===== src/hdl/pperm_pkg.sv =====
// shared types and constants for the permutation parity core
package pperm_pkg;

   // default store depth
   localparam int MAX_LEN_DEF = 1024;
   // width of one permutation entry
   localparam int VALUE_W     = 10;
   // stream bus widths, padded to whole bytes
   localparam int REQ_DATA_W  = 16;
   localparam int RSP_DATA_W  = 8;

   // controller sequencing
   typedef enum logic [1:0] {
      ST_LOAD,
      ST_READ,
      ST_WRITE,
      ST_DONE
   } pperm_state_type;

   // finished parity handed to the output register
   typedef struct packed {
      logic valid;
      logic is_odd;
   } pperm_result_type;

endpackage


===== src/hdl/pperm_ctrl.sv =====
// load and transposition-walk sequencer for the permutation parity core
module pperm_ctrl #(
   parameter int MAX_LEN = pperm_pkg::MAX_LEN_DEF,
   parameter int IDX_W   = 10,
   parameter int CNT_W   = 11
) (
   input  logic                           clock,
   input  logic                           reset,
   // entry stream
   input  logic                           in_valid,
   output logic                           in_ready,
   input  logic [pperm_pkg::VALUE_W-1:0]  in_value,
   input  logic                           in_last,
   // result slot
   input  logic                           rsp_free,
   output pperm_pkg::pperm_result_type    result,
   // forward store port
   output logic                           fwd_we,
   output logic                           fwd_re,
   output logic [IDX_W-1:0]               fwd_addr,
   output logic [pperm_pkg::VALUE_W-1:0]  fwd_wdata,
   input  logic [pperm_pkg::VALUE_W-1:0]  fwd_rdata,
   // inverse store port
   output logic                           inv_we,
   output logic                           inv_re,
   output logic [IDX_W-1:0]               inv_addr,
   output logic [IDX_W-1:0]               inv_wdata,
   input  logic [IDX_W-1:0]               inv_rdata
);

   import pperm_pkg::*;

   localparam int CMP_W = (CNT_W > VALUE_W) ? CNT_W : VALUE_W;
   localparam logic [CMP_W-1:0] LEN_CMP = CMP_W'(MAX_LEN);

   pperm_state_type  state_ff, state_in;
   logic [CNT_W-1:0] count_ff, count_in;
   logic [CNT_W-1:0] k_ff, k_in;
   logic             parity_ff, parity_in;

   logic accept;
   logic load_ok;
   logic value_ok;
   logic differ;
   logic iv_ok;
   logic last_step;

   // compares used by the blocks below
   assign accept    = in_valid && (state_ff == ST_LOAD);
   assign load_ok   = CMP_W'(count_ff) < LEN_CMP;
   assign value_ok  = CMP_W'(in_value) < LEN_CMP;
   assign differ    = CMP_W'(fwd_rdata) != CMP_W'(k_ff);
   assign iv_ok     = CMP_W'(inv_rdata) < LEN_CMP;
   assign last_step = (k_ff + CNT_W'(1)) == count_ff;

   // next state
   always_comb begin
      state_in = state_ff;
      unique case (state_ff)
         ST_LOAD: begin
            if (accept && in_last) begin
               state_in = ST_READ;
            end
         end
         ST_READ: begin
            state_in = ST_WRITE;
         end
         ST_WRITE: begin
            if (!last_step) begin
               state_in = ST_READ;
            end else if (rsp_free) begin
               state_in = ST_LOAD;
            end else begin
               state_in = ST_DONE;
            end
         end
         ST_DONE: begin
            if (rsp_free) begin
               state_in = ST_LOAD;
            end
         end
         default: begin
            state_in = ST_LOAD;
         end
      endcase
   end

   // memory ports, handshake and result
   always_comb begin
      in_ready      = 1'b0;
      fwd_we        = 1'b0;
      fwd_re        = 1'b0;
      fwd_addr      = k_ff[IDX_W-1:0];
      fwd_wdata     = in_value;
      inv_we        = 1'b0;
      inv_re        = 1'b0;
      inv_addr      = k_ff[IDX_W-1:0];
      inv_wdata     = count_ff[IDX_W-1:0];
      result.valid  = 1'b0;
      result.is_odd = parity_ff;
      unique case (state_ff)
         ST_LOAD: begin
            in_ready  = 1'b1;
            fwd_we    = accept && load_ok;
            fwd_addr  = count_ff[IDX_W-1:0];
            inv_we    = accept && load_ok && value_ok;
            inv_addr  = IDX_W'(in_value);
         end
         ST_READ: begin
            fwd_re = 1'b1;
            inv_re = 1'b1;
         end
         ST_WRITE: begin
            // the two half-swaps
            fwd_we        = differ && iv_ok;
            fwd_addr      = inv_rdata;
            fwd_wdata     = fwd_rdata;
            inv_we        = differ && (CMP_W'(fwd_rdata) < LEN_CMP);
            inv_addr      = IDX_W'(fwd_rdata);
            inv_wdata     = inv_rdata;
            result.valid  = last_step && rsp_free;
            result.is_odd = parity_ff ^ differ;
         end
         ST_DONE: begin
            result.valid = rsp_free;
         end
         default: begin
            in_ready = 1'b0;
         end
      endcase
   end

   // entry count, walk index and parity
   always_comb begin
      count_in  = count_ff;
      k_in      = k_ff;
      parity_in = parity_ff;
      case (state_ff)
         ST_LOAD: begin
            if (accept && load_ok) begin
               count_in = count_ff + CNT_W'(1);
            end
            k_in      = '0;
            parity_in = 1'b0;
         end
         ST_WRITE: begin
            parity_in = parity_ff ^ differ;
            k_in      = k_ff + CNT_W'(1);
            if (last_step && rsp_free) begin
               count_in  = '0;
               parity_in = 1'b0;
            end
         end
         ST_DONE: begin
            if (rsp_free) begin
               count_in  = '0;
               parity_in = 1'b0;
            end
         end
         default: begin
            count_in = count_ff;
         end
      endcase
   end

   // control registers
   always_ff @(posedge clock) begin
      if (reset) begin
         state_ff  <= ST_LOAD;
         count_ff  <= '0;
         k_ff      <= '0;
         parity_ff <= 1'b0;
      end else begin
         state_ff  <= state_in;
         count_ff  <= count_in;
         k_ff      <= k_in;
         parity_ff <= parity_in;
      end
   end

endmodule


===== config.mk =====
export PLATFORM = sky130hd
export DESIGN_NAME = pperm_ctrl
export DESIGN_NICKNAME = d
export VERILOG_FILES = /design/src/hdl/pperm_pkg.sv /design/src/hdl/pperm_ctrl.sv
export SDC_FILE = /design/constraint.sdc
export NUM_CORES = 1
export LEC_CHECK = 0
export BUFFER_PORTS_ARGS = -buffer_cell sky130_fd_sc_hd__buf_2
export CORE_MARGIN = 3
export CORE_UTILIZATION = 52
export CTS_CLUSTER_DIAMETER = 50
export DETAILED_ROUTE_END_ITERATION = 7
export PLACE_DENSITY = 0.81
export SYNTH_ARGS = -nofsm -noshare
export SYNTH_HDL_FRONTEND = slang
export SYNTH_SLANG_ARGS = --single-unit
export TNS_END_PERCENT = 30

===== constraint.sdc =====
create_clock -name clock -period 3.2 [get_ports clock]
set_input_delay 0.16 -clock clock [delete_from_list [all_inputs] [get_ports clock]]
set_output_delay 0.16 -clock clock [all_outputs]
set_load 0.005 [all_outputs]

==> results of run 1 <==
-- worst min path at each step --
stage / startpoint / depth (start not counted) / to
2_1_floorplan: in_valid / 2 / state_ff[0]$_SDFFE_PP0P_
3_3_place_gp: in_last / 3 / state_ff[0]$_SDFFE_PP0P_
3_5_place_dp: in_last / 3 / state_ff[0]$_SDFFE_PP0P_
4_1_cts: in_last / 3 / state_ff[0]$_SDFFE_PP0P_
5_1_grt: in_last / 3 / state_ff[0]$_SDFFE_PP0P_
6_report: in_last / 3 / state_ff[0]$_SDFFE_PP0P_
-- cell families (layout without fill, tap and decap cells) --
logic type,after synthesis,count (layout),synth area share [%]
adders and majority gates,2,2,0.980
xor gates and xnor gates,26,26,8.92
DFF,25,25,19.6
buffers and inverters,40,91,7.15
AOI/OAI and AO/OA,97,97,25.8
muxes,21,21,9.21
and+or+nand+nor,129,129,28.4
-- state kept, by name, summed over array words and instances, names as in the netlist --
signal / cells
count_ff: 11
parity_ff: 1
k_ff: 11
state_ff: 2
-- placed cells by master, fill, tap and decap left out, types with 2 or more instances in the layout --
cell type and instances:
buf_2 81, nor2_1 32, a21oi_1 25, dfxtp_1 23, a211oi_1 22, nor2b_1 20, mux2_2 20, xor2_1 19
and2_1 13, nand2_1 12, o21ai_0 12, nand3_1 9, xnor2_1 7, and3_1 7, nor3_1 7, nand4_1 5
o211ai_1 5, o21a_1 5, nor4_1 4, nand3b_1 4, a31oi_1 4, inv_1 3, nand2b_1 3, clkbuf_8 3
and4_1 2, nand4b_1 2, a31o_2 2, a311oi_1 2, a221oi_1 2, or4_1 2, o41ai_1 2, a22oi_1 2
a21o_1 2, a2bb2oi_1 2, nor3b_1 2, dfxtp_2 2, buf_4 2
-- through the flow --
| stage | hold slack [ns] | area, sq um | setup WS, ns | utilization (%) | total power, mW |
|---|---|---|---|---|---|
| after detailed placement | 0.452 | 2910 | 0.449 | 64.1 | 0.576 |
| after global placement | 0.457 | 2910 | 0.530 | 64.1 | 0.573 |
| after CTS | 0.143 | 2950 | 0.105 | 65.1 | 0.778 |
| final | 0.142 | 2960 | 0.239 | 65.2 | 0.776 |
| after floorplan | 0.337 | 2550 | 0.904 | - | 0.473 |
| after global routing | 0.154 | 2960 | 0.0305 | 65.2 | 0.818 |
-- cell type report --
cell class | count | area, sq um
clock buffers | 3 | 41.3
clock inverters | 1 | 7.51
fillers | 422 | 1580
inverters | 3 | 11.3
multi-input cells | 275 | 1870
flip-flops and latches | 25 | 503
well taps | 65 | 81.3
repair buffers | 84 | 440
-- power by group through the flow --
stage	Combinational (mW)	Clock [mW]	Sequential (mW)
after detailed placement	0.234	0	0.342
after global routing	0.260	0.223	0.336
after floorplan	0.142	0	0.331
after CTS	0.235	0.208	0.334
final	0.236	0.205	0.335
after global placement	0.232	0	0.341
-- layer usage --
layer	up-vias	wire, um
li1	1341	-
met1	1302	3360
met2	56	3580
met3	6	283
met4	0	56
met5	-	0
-- worst register-to-register path, delay by kind of cell, from the launching register on --
family                   cells  cell delay (ns)
AND/OR/NAND/NOR              3             0.88
AO/OA/AOI/OAI                3             0.83
adder cells (fa/ha/maj)      1             0.32
flip-flops                   1             0.44
==> results_dict.tcl, run 1 <==
set metrics [dict create \
    root_buffer "clkbuf_8" \
    synthArstFlopShare_pct 0 \
    cp_slowest_cell "dfxtp_1" \
    ys_types 56 \
    cts_buffers 3 \
    critPathLaunch "k_ff[1]$_SDFFE_PP0N_" \
    place_inst 452 \
    pwr-share-clk_pct 26.4 \
    hold_buffers 0 \
    slowest_delay_ns 0.44 \
    vias 2705 \
    slew_headroom_pct 43.4 \
    max-cap-violations 0 \
    syn2layout_area_growth_pct 15.8 \
    first_global_vias 2385 \
    drc 0 \
    wire_per_inst_um 16.0 \
    cp_max_fo 9 \
    synthesis.area_sq_mm 0.00255 \
    via_per_inst 5.93 \
    path_delay_family "simple AND/OR/NAND/NOR gates" \
    yosysSeqAreaShare_pct 19.6 \
    drt_iter0_drc 148 \
    fin_cells 456 \
    fin_crit_sh_pct 92.5 \
    path_cells "ha_2 > nand3_1 > or3_1 > a222oi_1 > nand4_2 > o21bai_1 > and2_1 > buf_2" \
    cp.arrival_ns 2.80 \
    grt_overflow 0 \
    endpoint "result[1]" \
    seqPwrFrac_pct 43.1 \
    p_sw_share_pct 33.2 \
    peakVddDrop_uv 285 \
    clock_latency_ns 0.29 \
    finalHoldViolCount 0 \
    drive_above_1_share_pct 30.4 \
    layout.nets 429 \
    cts_tree "yes" \
    grt_use_met1_pct 31.9 \
    synth-edff-count 0 \
    clockBufferDepth 2 \
    cp.buffers_inverters 1 \
    start_util_pct 56.3 \
    clock_sinks 25 \
    ff2ff_path_depth 7 \
    worstReg2RegStart "k_ff[1]$_SDFFE_PP0N_" \
    synth-warning-count 0 \
    synth_area_leaders "dfxtp_1 20%, mux2_2 8.8%, xor2_1 6.5%" \
    antenna_found_initial 0 \
    min_period_ns 2.96 \
    gp_congestion 0.848 \
    fin_tns_setup_ns 0 \
    io_pins 82 \
    row_count 24 \
    holdCritPathClass "in -> reg" \
    rsz0062_at_grt "false" \
    cts_max_level 1 \
    start_kind "register" \
    r2r-end "count_ff[5]$_SDFFE_PP0P_" \
    met3_usage_pct 3.19 \
    power_frac_comb_pct 30.4 \
    wirelength_mm 7.29 \
    fmax_mhz 338 \
    detail-route-antenna-nets 0 \
    cts_setup_buffers 0 \
    grtUsageMet2_pct 42.2 \
    cts.repair.resized 0 \
    drv_slew 0 \
    core_sq_mm 0.00453 \
    diodes 0 \
    design.die.area_sq_mm 0.00579 \
    synth_ff_type "dfxtp_1" \
    hpwl_mm 5.34 \
    worstSetupPathDepth 8 \
    p_int_mw 0.518 \
    synthCells 340 \
    grt-busiest-layer "met2" \
    r2r_slack_ns 0.59 \
    die_x_um 76.1 \
    grt_pass1_wl_mm 11.9 \
    switching_power_mw 0.258 \
    clkSlewWorstSetupHoldPaths_ns 0.10 \
    finalSetupViolations 0 \
    powerDensity_mw_per_mm2 262 \
    syn_avg_cell_area_sq_um 7.51 \
    worst-setup-path-type "reg -> out" \
    netlist_top_cells_count "32 x nor2_1, 25 x a21oi_1, 25 x dfxtp_1" \
    fin_worst_skew_ns 0.0155 \
    grt.total_usage_pct 24.1 \
    io_buffers 81 \
    firstDrtPassIters 4 \
    required_ns 3.04 \
    setup.worst_path.end_class "output pin" \
    mappedNetlistNets 377 \
    die_h_um 76.1 \
    tightest_slew_ns 0.848 \
    ys_ff_latch 25 \
    status "complete, no violations" \
    synth_most_common_cell "nor2_1" \
    p_leak_nw 1.30 \
    yosysTopAreaCell "dfxtp_1" \
    synth_top_area_share_pct 19.6 \
    grt_max_degree 40 \
]
Power figures use the tool's default switching activity.
==> run 2: changes to the inputs <==
Settings changed: SETUP_SLACK_MARGIN set to 0.5.
==> run 2 against run 1 <==
Largest cell class unchanged. Count of clock-buffer cells in the layout unchanged. Cell area up 2.2%. Non-clock buffer count increased by 5. Utilization grew 1.4 points. Setup slack improved by 0.36 ns. Worst hold slack better by 0.0049 ns. Clock skew up 0.0018 ns. Register-to-register slack gained 0.15 ns. Global-route usage up 0.35 points. Via count rose by 1.2%. Total power grew 0.72%. Flip-flop and latch count is the same.
==> results_dict.tcl, run 2 (synthesis results as in run 1) <==
set metrics [dict create \
    wire_per_inst_um 16.0 \
    clkSlewWorstSetupHoldPaths_ns 0.11 \
    antenna_found_initial 0 \
    tightest_slew_ns 0.850 \
    switching_power_mw 0.260 \
    fin_cells 461 \
    setup.worst_path.end_class "output pin" \
    p_sw_share_pct 33.3 \
    gp_congestion 0.848 \
    path_cells "ha_4 > o21ba_2 > a221o_1 > a222oi_1 > nand4_2 > o21bai_2 > and2_1 > buf_2" \
    holdCritPathClass "in -> reg" \
    io_pins 82 \
    slew_headroom_pct 43.2 \
    reg_top3 "count_ff: 11 flops, k_ff: 11 flops, state_ff: 2 flops" \
    hold_buffers 0 \
    min-delay-start "in_last" \
    fin_util_pct 66.7 \
    power_frac_comb_pct 31.1 \
    finalSetupViolations 0 \
    ff2ff_path_depth 8 \
    holdPathStages 3 \
    pwr-share-clk_pct 26.3 \
    fin_tns_setup_ns 0 \
    fin_crit_sh_pct 81.2 \
    p_int_mw 0.522 \
    slowest_delay_ns 0.42 \
    design.die.area_sq_mm 0.00579 \
    required_ns 3.04 \
    clockBufferDepth 2 \
    start_util_pct 56.3 \
    regArea_sq_um 515 \
    r2r-end "count_ff[5]$_SDFFE_PP0P_" \
    worstHoldEndpoint "state_ff[0]$_SDFFE_PP0P_" \
    cts_max_level 1 \
    start_kind "register" \
    cts_tree "yes" \
    peakVddDrop_uv 285 \
    firstDrtPassIters 7 \
    core_sq_mm 0.00453 \
    drt_iter0_drc 208 \
    row_count 24 \
    root_buffer "clkbuf_8" \
    hpwl_mm 5.34 \
    drc 0 \
    first_global_vias 2423 \
    status "complete, no violations" \
    r2r_slack_ns 0.74 \
    grt_max_degree 40 \
    cp_max_fo 7 \
    cp.arrival_ns 2.44 \
    drv_slew 0 \
    clock_latency_ns 0.29 \
    clock_sinks 25 \
    syn2layout_area_growth_pct 18.4 \
    grt.total_usage_pct 24.5 \
    cts_buffers 3 \
    worst-setup-path-type "reg -> out" \
    multi_input_area_sq_mm 0.00189 \
    cp_slowest_cell "a222oi_1" \
    detail-route-antenna-nets 0 \
    die_x_um 76.1 \
    layout.nets 434 \
    vias 2737 \
    fill_cells 404 \
    max-cap-violations 0 \
    p_leak_nw 1.33 \
    diodes 0 \
    fmax_mhz 385 \
    seqPwrFrac_pct 42.6 \
    via_per_inst 5.94 \
    io_buffers 81 \
    final_common_cell "buf_2" \
    die_h_um 76.1 \
    wirelength_mm 7.40 \
    finalHoldViolCount 0 \
    grt_pass1_wl_mm 12.1 \
    final_cell_mix "81 x buf_2, 32 x nor2_1, 25 x a21oi_1" \
    grt_overflow 0 \
    rsz0062_at_grt "false" \
    min_period_ns 2.60 \
    worstReg2RegStart "k_ff[0]$_SDFFE_PP0N_" \
    place_inst 452 \
    fin_worst_skew_ns 0.0173 \
    drive_above_1_share_pct 33.3 \
    powerDensity_mw_per_mm2 259 \
]
-- run 2: changes by cell type in the layout (fill, tap and decap cells not counted), moves of 2 or more --
cell and change:
dfxtp_4 +2, dfxtp_2 +4, dfxtp_1 -6, buf_4 +5
-- run 2: timing repair --
action                     in CTS  in global routing
pin swaps                       1                  5
resized for setup               4                 10
buffers inserted                1                  4
setup endpoints to repair       5                  1
gates cloned                    0                  0
-- run 2: worst max-delay path, delay by kind of cell, from the launching register on --
kind / cells / cell delay [ns]
compound gates: 4 / 1.13
fa+ha+maj: 1 / 0.18
buf+inv: 1 / 0.10
flops: 1 / 0.38
simple gates: 2 / 0.37
-- run 2: routing by layer --
metal | routed length (um) | GRT usage (%) | part of all wire (%)
met2 | 3690 | 43.0 | 50
met5 | 0 | 0 | 0
met4 | 56 | 4.71 | 0.76
met1 | 3340 | 32.2 | 45
met3 | 307 | 3.19 | 4.2
-- run 2: area by class of cell --
cell class                      count  share of cell area [%]
Clock buffer                        3                    1.37
Clock inverter                      1                   0.248
Inverter                            3                   0.373
Multi-Input combinational cell    275                    62.5
Sequential cell                    25                    17.1
Tap cell                           65                    2.69
Timing Repair Buffer               89                    15.8
-- run 2: power by group through the flow --
stage	logic (mW)	clock network [mW]	registers (mW)
3_3_place_gp	0.232	0	0.341
6_report	0.243	0.206	0.333
4_1_cts	0.240	0.208	0.335
2_1_floorplan	0.142	0	0.331
5_1_grt	0.268	0.223	0.334
3_5_place_dp	0.234	0	0.342
-- run 2: stage by stage --
stage	power [mW]	instance area, sq um	worst slack [ns]	hold WS, ns
floorplan	0.473	2550	0.904	0.337
global placement	0.573	2910	0.530	0.457
detailed placement	0.576	2910	0.449	0.452
CTS	0.783	2980	0.502	0.143
global route	0.824	3020	0.489	0.154
finish	0.782	3020	0.602	0.147
-- run 2: worst max-delay path by stage --
stage	from	end	cells past startpoint
2_1_floorplan	k_ff[1]$_SDFFE_PP0N_	result[1]	8
3_3_place_gp	k_ff[0]$_SDFFE_PP0N_	result[1]	8
3_5_place_dp	k_ff[0]$_SDFFE_PP0N_	result[1]	8
4_1_cts	k_ff[2]$_SDFFE_PP0N_	result[1]	7
5_1_grt	k_ff[0]$_SDFFE_PP0N_	result[1]	8
6_report	k_ff[0]$_SDFFE_PP0N_	result[1]	8
